File: src/rtl/core/assert_macros.svh
// assertion helpers for the rtl
`ifndef ASSERT_MACROS_SVH
`define ASSERT_MACROS_SVH

// checked on every rising clock outside reset
`define ASSERT_CLK(lbl, clk, rst, prop, msg) \
  lbl: assert property (@(posedge clk) disable iff (rst) (prop)) else $error(msg);

// checked on every rising clock, reset included
`define ASSERT_ALWAYS(lbl, clk, prop, msg) \
  lbl: assert property (@(posedge clk) (prop)) else $error(msg);

`endif

File: src/rtl/core/mau_pkg.sv
`default_nettype none
package mau_pkg;

  localparam int MAU_WIDTH = 32;

  localparam logic [1:0] KIND_ADD = 2'd0;
  localparam logic [1:0] KIND_SUB = 2'd1;
  localparam logic [1:0] KIND_MUL = 2'd2;
  localparam logic [1:0] KIND_INV = 2'd3;

  localparam logic [1:0] ST_OK      = 2'd0;
  localparam logic [1:0] ST_NOINV   = 2'd1;
  localparam logic [1:0] ST_ZEROMOD = 2'd2;

  typedef enum logic [3:0] {
    S_IDLE,
    S_RED,
    S_DISP,
    S_MUL_DBL,
    S_MUL_ADD,
    S_EU_CHK,
    S_EU_DIV,
    S_EU_ACC,
    S_EU_UPD,
    S_DONE
  } mau_state_t;

  typedef struct packed {
    logic       done;
    logic [1:0] status;
  } mau_res_t;

endpackage
`default_nettype wire

File: src/rtl/core/modular_arithmetic_unit.sv
// Modular add, subtract, multiply and inverse on WIDTH-bit unsigned operands, one item at a
// time over a bit-serial datapath. Both operands are first reduced modulo the modulus one bit
// per cycle. Add and subtract then finish in the dispatch state, multiply runs double-and-add
// over the bits of the reduced second operand, and inverse runs extended Euclid where each
// quotient is found bit by bit by long division. A zero modulus goes from idle straight to done.
// Results sit in an output register, so the next word is taken while one waits.
`default_nettype none
module modular_arithmetic_unit #(
  parameter int WIDTH = mau_pkg::MAU_WIDTH
) (
  input  wire logic                              clk,
  input  wire logic                              rst,
  input  wire logic                              s_tvalid,
  output logic                                   s_tready,
  // operand_a, operand_b, modulus
  input  wire logic [((3*WIDTH+7)/8)*8-1:0]      s_tdata,
  // kind
  input  wire logic [1:0]                        s_tuser,
  output logic                                   m_tvalid,
  input  wire logic                              m_tready,
  // result
  output logic [((WIDTH+7)/8)*8-1:0]             m_tdata,
  // status
  output logic [1:0]                             m_tuser
);
  import mau_pkg::*;

  localparam int OW = ((WIDTH + 7) / 8) * 8;

  mau_res_t         info;
  logic [WIDTH-1:0] core_res, res_q;
  logic [1:0]       st_q;
  logic             take;

  assign take = !m_tvalid || m_tready;

  mau_core #(.WIDTH(WIDTH)) u_core (
    .clk       (clk),
    .rst       (rst),
    .in_valid  (s_tvalid),
    .in_ready  (s_tready),
    .kind      (s_tuser),
    .operand_a (s_tdata[WIDTH-1:0]),
    .operand_b (s_tdata[2*WIDTH-1:WIDTH]),
    .modulus   (s_tdata[3*WIDTH-1:2*WIDTH]),
    .res_info  (info),
    .result    (core_res),
    .out_take  (take)
  );

  always_ff @(posedge clk) begin
    if (rst) begin
      m_tvalid <= 1'b0;
    end else if (info.done && take) begin
      m_tvalid <= 1'b1;
    end else if (m_tready) begin
      m_tvalid <= 1'b0;
    end
  end

  always_ff @(posedge clk) begin
    if (info.done && take) begin
      res_q <= core_res;
      st_q  <= info.status;
    end
  end

  assign m_tdata = OW'(res_q);
  assign m_tuser = st_q;

endmodule
`default_nettype wire

File: src/rtl/core/mau_core.sv
`default_nettype none
`include "assert_macros.svh"
module mau_core #(
  parameter int WIDTH = mau_pkg::MAU_WIDTH
) (
  input  wire logic             clk,
  input  wire logic             rst,
  input  wire logic             in_valid,
  output logic                  in_ready,
  input  wire logic [1:0]       kind,
  input  wire logic [WIDTH-1:0] operand_a,
  input  wire logic [WIDTH-1:0] operand_b,
  input  wire logic [WIDTH-1:0] modulus,
  output mau_pkg::mau_res_t     res_info,
  output logic [WIDTH-1:0]      result,
  input  wire logic             out_take
);
  import mau_pkg::*;

  localparam int CW = (WIDTH > 1) ? $clog2(WIDTH) : 1;
  localparam logic [CW-1:0] CNT_LAST = CW'(WIDTH - 1);

  mau_state_t state, state_next;

  logic [1:0]       kind_q;
  logic [WIDTH-1:0] m, a, b, da, db, acc, res, rp, rc, cp, cc, rem, dv;
  logic [1:0]       st;
  logic [CW-1:0]    cnt;
  logic             qbit;

  // shared modular adder
  logic [WIDTH-1:0] am_x, am_y, am_s;
  logic [WIDTH:0]   am_sum;
  always_comb begin
    am_x = acc;
    am_y = acc;
    case (state)
      S_DISP:    begin am_x = a; am_y = b; end
      S_MUL_ADD: am_y = a;
      S_EU_ACC:  am_y = cc;
      default:   am_y = acc;
    endcase
    am_sum = {1'b0, am_x} + {1'b0, am_y};
    am_s = (am_sum >= {1'b0, m}) ? WIDTH'(am_sum - {1'b0, m}) : am_sum[WIDTH-1:0];
  end

  // shared modular subtractor
  logic [WIDTH-1:0] sm_x, sm_y, sm_d, sm_s;
  always_comb begin
    if (state == S_DISP) begin
      sm_x = a;
      sm_y = b;
    end else begin
      sm_x = cp;
      sm_y = acc;
    end
    sm_d = sm_x - sm_y;
    sm_s = (sm_x >= sm_y) ? sm_d : sm_d + m;
  end

  // restoring reduction steps for both operands and the Euclid division step
  logic [WIDTH:0]   sh_a, sh_b, sh_r;
  logic [WIDTH-1:0] a_step, b_step, r_step;
  logic             r_ge;
  always_comb begin
    sh_a = {a, da[WIDTH-1]};
    sh_b = {b, db[WIDTH-1]};
    sh_r = {rem, dv[WIDTH-1]};
    a_step = (sh_a >= {1'b0, m}) ? WIDTH'(sh_a - {1'b0, m}) : sh_a[WIDTH-1:0];
    b_step = (sh_b >= {1'b0, m}) ? WIDTH'(sh_b - {1'b0, m}) : sh_b[WIDTH-1:0];
    r_ge   = (sh_r >= {1'b0, rc});
    r_step = r_ge ? WIDTH'(sh_r - {1'b0, rc}) : sh_r[WIDTH-1:0];
  end

  always_comb begin
    state_next = state;
    case (state)
      S_IDLE:    if (in_valid) state_next = (modulus == '0) ? S_DONE : S_RED;
      S_RED:     if (cnt == CNT_LAST) state_next = S_DISP;
      S_DISP: begin
        case (kind_q)
          KIND_MUL: state_next = S_MUL_DBL;
          KIND_INV: state_next = S_EU_CHK;
          default:  state_next = S_DONE;
        endcase
      end
      S_MUL_DBL: state_next = S_MUL_ADD;
      S_MUL_ADD: state_next = (cnt == CNT_LAST) ? S_DONE : S_MUL_DBL;
      S_EU_CHK:  state_next = (rc == '0) ? S_DONE : S_EU_DIV;
      S_EU_DIV:  state_next = S_EU_ACC;
      S_EU_ACC:  state_next = (cnt == CNT_LAST) ? S_EU_UPD : S_EU_DIV;
      S_EU_UPD:  state_next = S_EU_CHK;
      S_DONE:    if (out_take) state_next = S_IDLE;
      default:   state_next = S_IDLE;
    endcase
  end

  always_comb begin
    in_ready        = (state == S_IDLE);
    res_info.done   = (state == S_DONE);
    res_info.status = st;
    result          = res;
  end

  always_ff @(posedge clk) begin
    if (rst) state <= S_IDLE;
    else     state <= state_next;
  end

  always_ff @(posedge clk) begin
    case (state)
      S_IDLE: begin
        kind_q <= kind;
        m      <= modulus;
        da     <= operand_a;
        db     <= operand_b;
        a      <= '0;
        b      <= '0;
        cnt    <= '0;
        res    <= '0;
        st     <= (modulus == '0) ? ST_ZEROMOD : ST_OK;
      end
      S_RED: begin
        a   <= a_step;
        b   <= b_step;
        da  <= da << 1;
        db  <= db << 1;
        cnt <= cnt + 1'b1;
      end
      S_DISP: begin
        cnt <= '0;
        acc <= '0;
        db  <= b;
        rp  <= a;
        rc  <= m;
        cp  <= (m == WIDTH'(1)) ? '0 : WIDTH'(1);
        cc  <= '0;
        res <= (kind_q == KIND_SUB) ? sm_s : am_s;
      end
      S_MUL_DBL: acc <= am_s;
      S_MUL_ADD: begin
        if (db[WIDTH-1]) acc <= am_s;
        res <= db[WIDTH-1] ? am_s : acc;
        db  <= db << 1;
        cnt <= cnt + 1'b1;
      end
      S_EU_CHK: begin
        dv  <= rp;
        rem <= '0;
        acc <= '0;
        cnt <= '0;
        if (rp == WIDTH'(1)) begin
          res <= cp;
          st  <= ST_OK;
        end else begin
          res <= '0;
          st  <= ST_NOINV;
        end
      end
      // quotient bit and doubling of q*cc run side by side
      S_EU_DIV: begin
        rem  <= r_step;
        qbit <= r_ge;
        dv   <= dv << 1;
        acc  <= am_s;
      end
      S_EU_ACC: begin
        if (qbit) acc <= am_s;
        cnt <= cnt + 1'b1;
      end
      S_EU_UPD: begin
        rp <= rc;
        rc <= rem;
        cp <= cc;
        cc <= sm_s;
      end
      default: ;
    endcase
  end

  `ASSERT_CLK(a_res_below_mod, clk, rst,
    res_info.done && st == ST_OK |-> res < m, "result not reduced below modulus")
  `ASSERT_CLK(a_err_zero, clk, rst,
    res_info.done && st != ST_OK |-> res == '0, "error result is not zero")
  `ASSERT_CLK(a_zero_mod_flag, clk, rst,
    res_info.done && m == '0 |-> st == ST_ZEROMOD, "zero modulus not flagged")
  `ASSERT_CLK(a_ready_excl, clk, rst, !(in_ready && res_info.done), "ready while done")

endmodule
`default_nettype wire
File: config.mk
export PLATFORM = sky130hd
export DESIGN_NAME = modular_arithmetic_unit
export DESIGN_NICKNAME = d
export VERILOG_FILES = /design/src/rtl/core/mau_pkg.sv /design/src/rtl/core/modular_arithmetic_unit.sv /design/src/rtl/core/mau_core.sv
export VERILOG_INCLUDE_DIRS = /design/src /design/src/rtl/core
export SDC_FILE = /design/constraint.sdc
export NUM_CORES = 1
export LEC_CHECK = 0
export BUFFER_PORTS_ARGS = -buffer_cell sky130_fd_sc_hd__buf_2
export CAP_MARGIN = 20
export CORE_ASPECT_RATIO = 1.4
export CORE_UTILIZATION = 30
export DETAILED_ROUTE_END_ITERATION = 12
export GPL_TIMING_DRIVEN = 0
export PLACE_DENSITY_LB_ADDON = 0.25
export SLEW_MARGIN = 20
export SYNTH_ARGS = -nofsm -noshare
export SYNTH_HDL_FRONTEND = slang
export SYNTH_HIERARCHICAL = 1
export SYNTH_SLANG_ARGS = --single-unit
File: constraint.sdc
create_clock -name clk -period 10 [get_ports clk]
set_clock_uncertainty 0.2 [all_clocks]
set_input_delay 2 -clock clk [delete_from_list [all_inputs] [get_ports clk]]
set_output_delay 2 -clock clk [all_outputs]
set_load 0.01 [all_outputs]
==> out/results.md <==
• Main synth FF type: sky130_fd_sc_hd__edfxtp_1
• Fmax achieved: 103.3 MHz
• min Tclk post-route: 9678 ps
• Syn-to-layout area delta: 14.42%
• Worst setup SP type: flip-flop
• Final Instance Area: 38140 um^2
• fraction of met2 tracks used by global routing: 0.4276
• starting utilization of the core area: 0.3028
• Min-Delay Path Depth: 0
• number of failing setup endpoints in the final timing report: 0
• row count: 144
• H-tree levels: 2
• number of slew-limit violations in the final report: 0
• clock tree from TritonCTS: done
• Yosys Warn Count: 6
• number of standard cells after synthesis: 3627
• worst-case reg-to-reg path depth: 29
• endpoints failing hold: 0
• startpoint of the worst-slack reg-to-reg timing path: u_core/state[1]
• GR Util met3: 0.03490
• Die Width: 283.7 um
• count of hold buffers inserted by post-cts repair: 0
• number of global-route vias before repair: 29300
• tightest slew margin relative to the limit: 0.2491
• cell area after synthesis: 33330 um^2
• dominant cells by area after synthesis: sky130_fd_sc_hd__edfxtp_1, sky130_fd_sc_hd__ha_1, sky130_fd_sc_hd__nand2_1
• run status: finished, final reports clean
• post-synth top area cell: sky130_fd_sc_hd__edfxtp_1
• initial detailed-routing violation count: 2462
• most frequent cells in the layout: sky130_fd_sc_hd__nand2_1, sky130_fd_sc_hd__edfxtp_1, sky130_fd_sc_hd__nor2_1, sky130_fd_sc_hd__a21oi_1, sky130_fd_sc_hd__o21ai_0
• clk sink count: 465
• complex-gate fraction of the synthesized area: 0.1904
• Core Box Area: 110100 um^2
• routed length per placed instance: 27.93 um
• Worst EP arrival: 9710 ps
• number of distinct library cells after synthesis: 84
• hold path endpoint: m_tdata[18]
• type of the worst setup path: flip-flop to flip-flop
• Die ar.: 112500 um^2
• die span in y: 396.4 um
• number of nets in the layout: 4184
• Crit Path Max Fanout: 10
• GRT Resource Usage Total: 0.2616
• detailed-route vias per instance: 5.494
• Clk Latency, worst-skew pair: 670 ps
• most used routing layer in global routing: met2
• Worst Setup SP: u_core/state[1]
• number of clock buffers inserted by TritonCTS: 53
• Slowest-stage cell, CP: sky130_fd_sc_hd__clkbuf_1
• Post-DP HPWL: 120.4 mm
• minimum hold slack: 204.7 ps
• slew at the pin with the worst max-slew slack: 1126 ps
• most common cell after layout, fill and taps aside: sky130_fd_sc_hd__nand2_1
• count of pins on the block boundary: 138
• hold path startpoint: u_core/result[18]
• portion of the post-synthesis area used by sequential elements: 0.4174
• r2r setup slk: 320 ps
• number of synthesized register bits: 465
• net count of the mapped netlist: 3961
• worst min-delay path class: flip-flop to flip-flop
• largest family of logic cells by synthesized area: compound AO/OA/AOI/OAI gates
• filler instances: 11300
• maximum number of pins on one net before global-route repair: 51
• clock transition at the register clock pins on the worst setup and hold paths after CTS: 70 ps
• Clock Path Buffers: 3
• DRC viols: 0
• antenna violations before repair: 5
• Synth Area in Simple Gates: 0.1834
• syn_area_per_cell: 9.190 um^2
• total of max-cap violations: 0
• placer's final routability congestion estimate: 1.055
• global-route wire length before repair: 210.7 mm
• total vias in the final route: 29420
• ANT nets after route: 0
• fraction of synthesized cell area taken by the top area cell type: 0.4144
• share of flip-flops with an asynchronous set or reset: 0
• required arrival time at the worst endpoint: 10040 ps
• adder-cell share of the synthesized area: 0.08866
• XOR/XNOR share of the synthesized area: 0.05019
• Placed Instances: 5256
• post-route non-filler standard cell count: 5355
• global routing usage on met1: 0.3056
• CTS root buf: sky130_fd_sc_hd__clkbuf_16
• share of cells above drive strength 1: 0.08815
• I/O Buffers: 137
• number of flops mapped to enable cells by yosys: 460
• total congestion overflow after global routing: 0
• post-detailed-placement cell area: 36270 um^2
• final routed wirelength across all metal layers: 149.6 mm
• setup repair after global routing missed its margin: false
• CP endpoint kind: flip-flop
• fraction of synthesized area in multiplexers: 0.03566
• Final period util: 0.9678
• number of detailed-route iterations in the first pass: 6
• largest stage delay on the critical path: 730 ps
• worst flop-to-flop path endpoint: u_core/result[5]
[synthesized netlist by cell type, types with 16 or more instances]
master,number
sky130_fd_sc_hd__nand2b_1,37
sky130_fd_sc_hd__mux2i_1,102
sky130_fd_sc_hd__nand3_1,57
sky130_fd_sc_hd__o211ai_1,17
sky130_fd_sc_hd__nor2b_1,28
sky130_fd_sc_hd__a211oi_1,38
sky130_fd_sc_hd__clkbuf_1,122
sky130_fd_sc_hd__o31ai_1,16
sky130_fd_sc_hd__a21o_1,123
sky130_fd_sc_hd__inv_1,124
sky130_fd_sc_hd__edfxtp_1,460
sky130_fd_sc_hd__nand2_1,657
sky130_fd_sc_hd__o21bai_1,23
sky130_fd_sc_hd__a31oi_1,30
sky130_fd_sc_hd__o21ai_0,232
sky130_fd_sc_hd__nand4_1,42
sky130_fd_sc_hd__a221o_1,37
sky130_fd_sc_hd__ha_1,225
sky130_fd_sc_hd__a22oi_1,21
sky130_fd_sc_hd__xor2_1,76
sky130_fd_sc_hd__o21a_1,34
sky130_fd_sc_hd__nor4_1,40
sky130_fd_sc_hd__xnor2_1,115
sky130_fd_sc_hd__o22ai_1,17
sky130_fd_sc_hd__and3_1,46
sky130_fd_sc_hd__nor3_1,47
sky130_fd_sc_hd__a21oi_1,245
sky130_fd_sc_hd__and2_1,61
sky130_fd_sc_hd__a221oi_1,28
sky130_fd_sc_hd__nor2_1,301
[area by class of cell]
cell class              count  area (um^2)  area share
diodes                      4        10.01   0.0002625
clock inverters            37        488.0     0.01279
multi-input cells        2879        18370      0.4816
clock buffers              59         1359     0.03563
inverters                 127        476.7     0.01250
repair buffers            169         1030     0.02700
plain buffers             155        665.6     0.01745
flip-flops and latches    465        13910      0.3648
well taps                1460         1827     0.04790
[kinds of logic after synthesis]
family,Yosys count
fa+ha+maj,232
compound gates,970
mux,115
flops,465
simple gates,1371
buf+inv,283
xor+xnor,191
[how the worst max path moves through the flow]
stage                             to  slack [ps]  cells past startpoint
global route        u_core/result[6]          20                     29
floorplan                u_core/a[0]        1890                      3
detailed placement  u_core/result[0]        -130                     30
finish              u_core/result[5]         320                     29
global placement        u_core/da[1]       -2660                      3
CTS                 u_core/result[6]          10                     28
[per-layer routing]
metal / wire [um] / vias to the layer above
met5: 7 / -
met4: 15000 / 2
met3: 7882 / 334
met2: 68000 / 1089
met1: 58670 / 14220
li1: - / 13780
[state kept, by name, summed over array words and instances, names as in the netlist, 5 cells and up]
| register | cells |
|---|---|
| u_core/da | 32 |
| u_core/b | 32 |
| u_core/cc | 32 |
| u_core/db | 32 |
| u_core/rp | 32 |
| u_core/acc | 32 |
| u_core/result | 32 |
| u_core/rc | 32 |
| m_tdata | 32 |
| u_core/a | 32 |
| u_core/rem | 32 |
| u_core/m | 32 |
| u_core/dv | 32 |
| u_core/cp | 32 |
| u_core/cnt | 5 |
[per-stage QoR]
step                      setup WS (ps)    util  TNS, ps
after floorplan                    1888       -        0
after global placement            -2656  0.3256  -273870
after detailed placement         -134.6  0.3295   -134.6
after CTS                         9.805  0.3462        0
after global routing              19.31  0.3463        0
final                             322.0  0.3464        0
[what timing repair did]
item / 4_1_cts / 5_1_grt
endpoints found under the hold margin: 0 / 0
endpoints found under the setup margin: 3 / 20
resized for setup: 2 / 9
setup buffers: 0 / 0
[critical path, delay by kind of cell (launching register included)]
kind            cells  cell delay (ps)
mux                 1              440
xor+xnor            1              140
compound gates      9             3230
fa+ha+maj           2              670
simple gates        9             1730
buf+inv             7             2490
flops               1              310
Power is left out: the tool's default activity adds up to more than one toggle a clock period on the data nets, which glitch-free logic cannot reach.
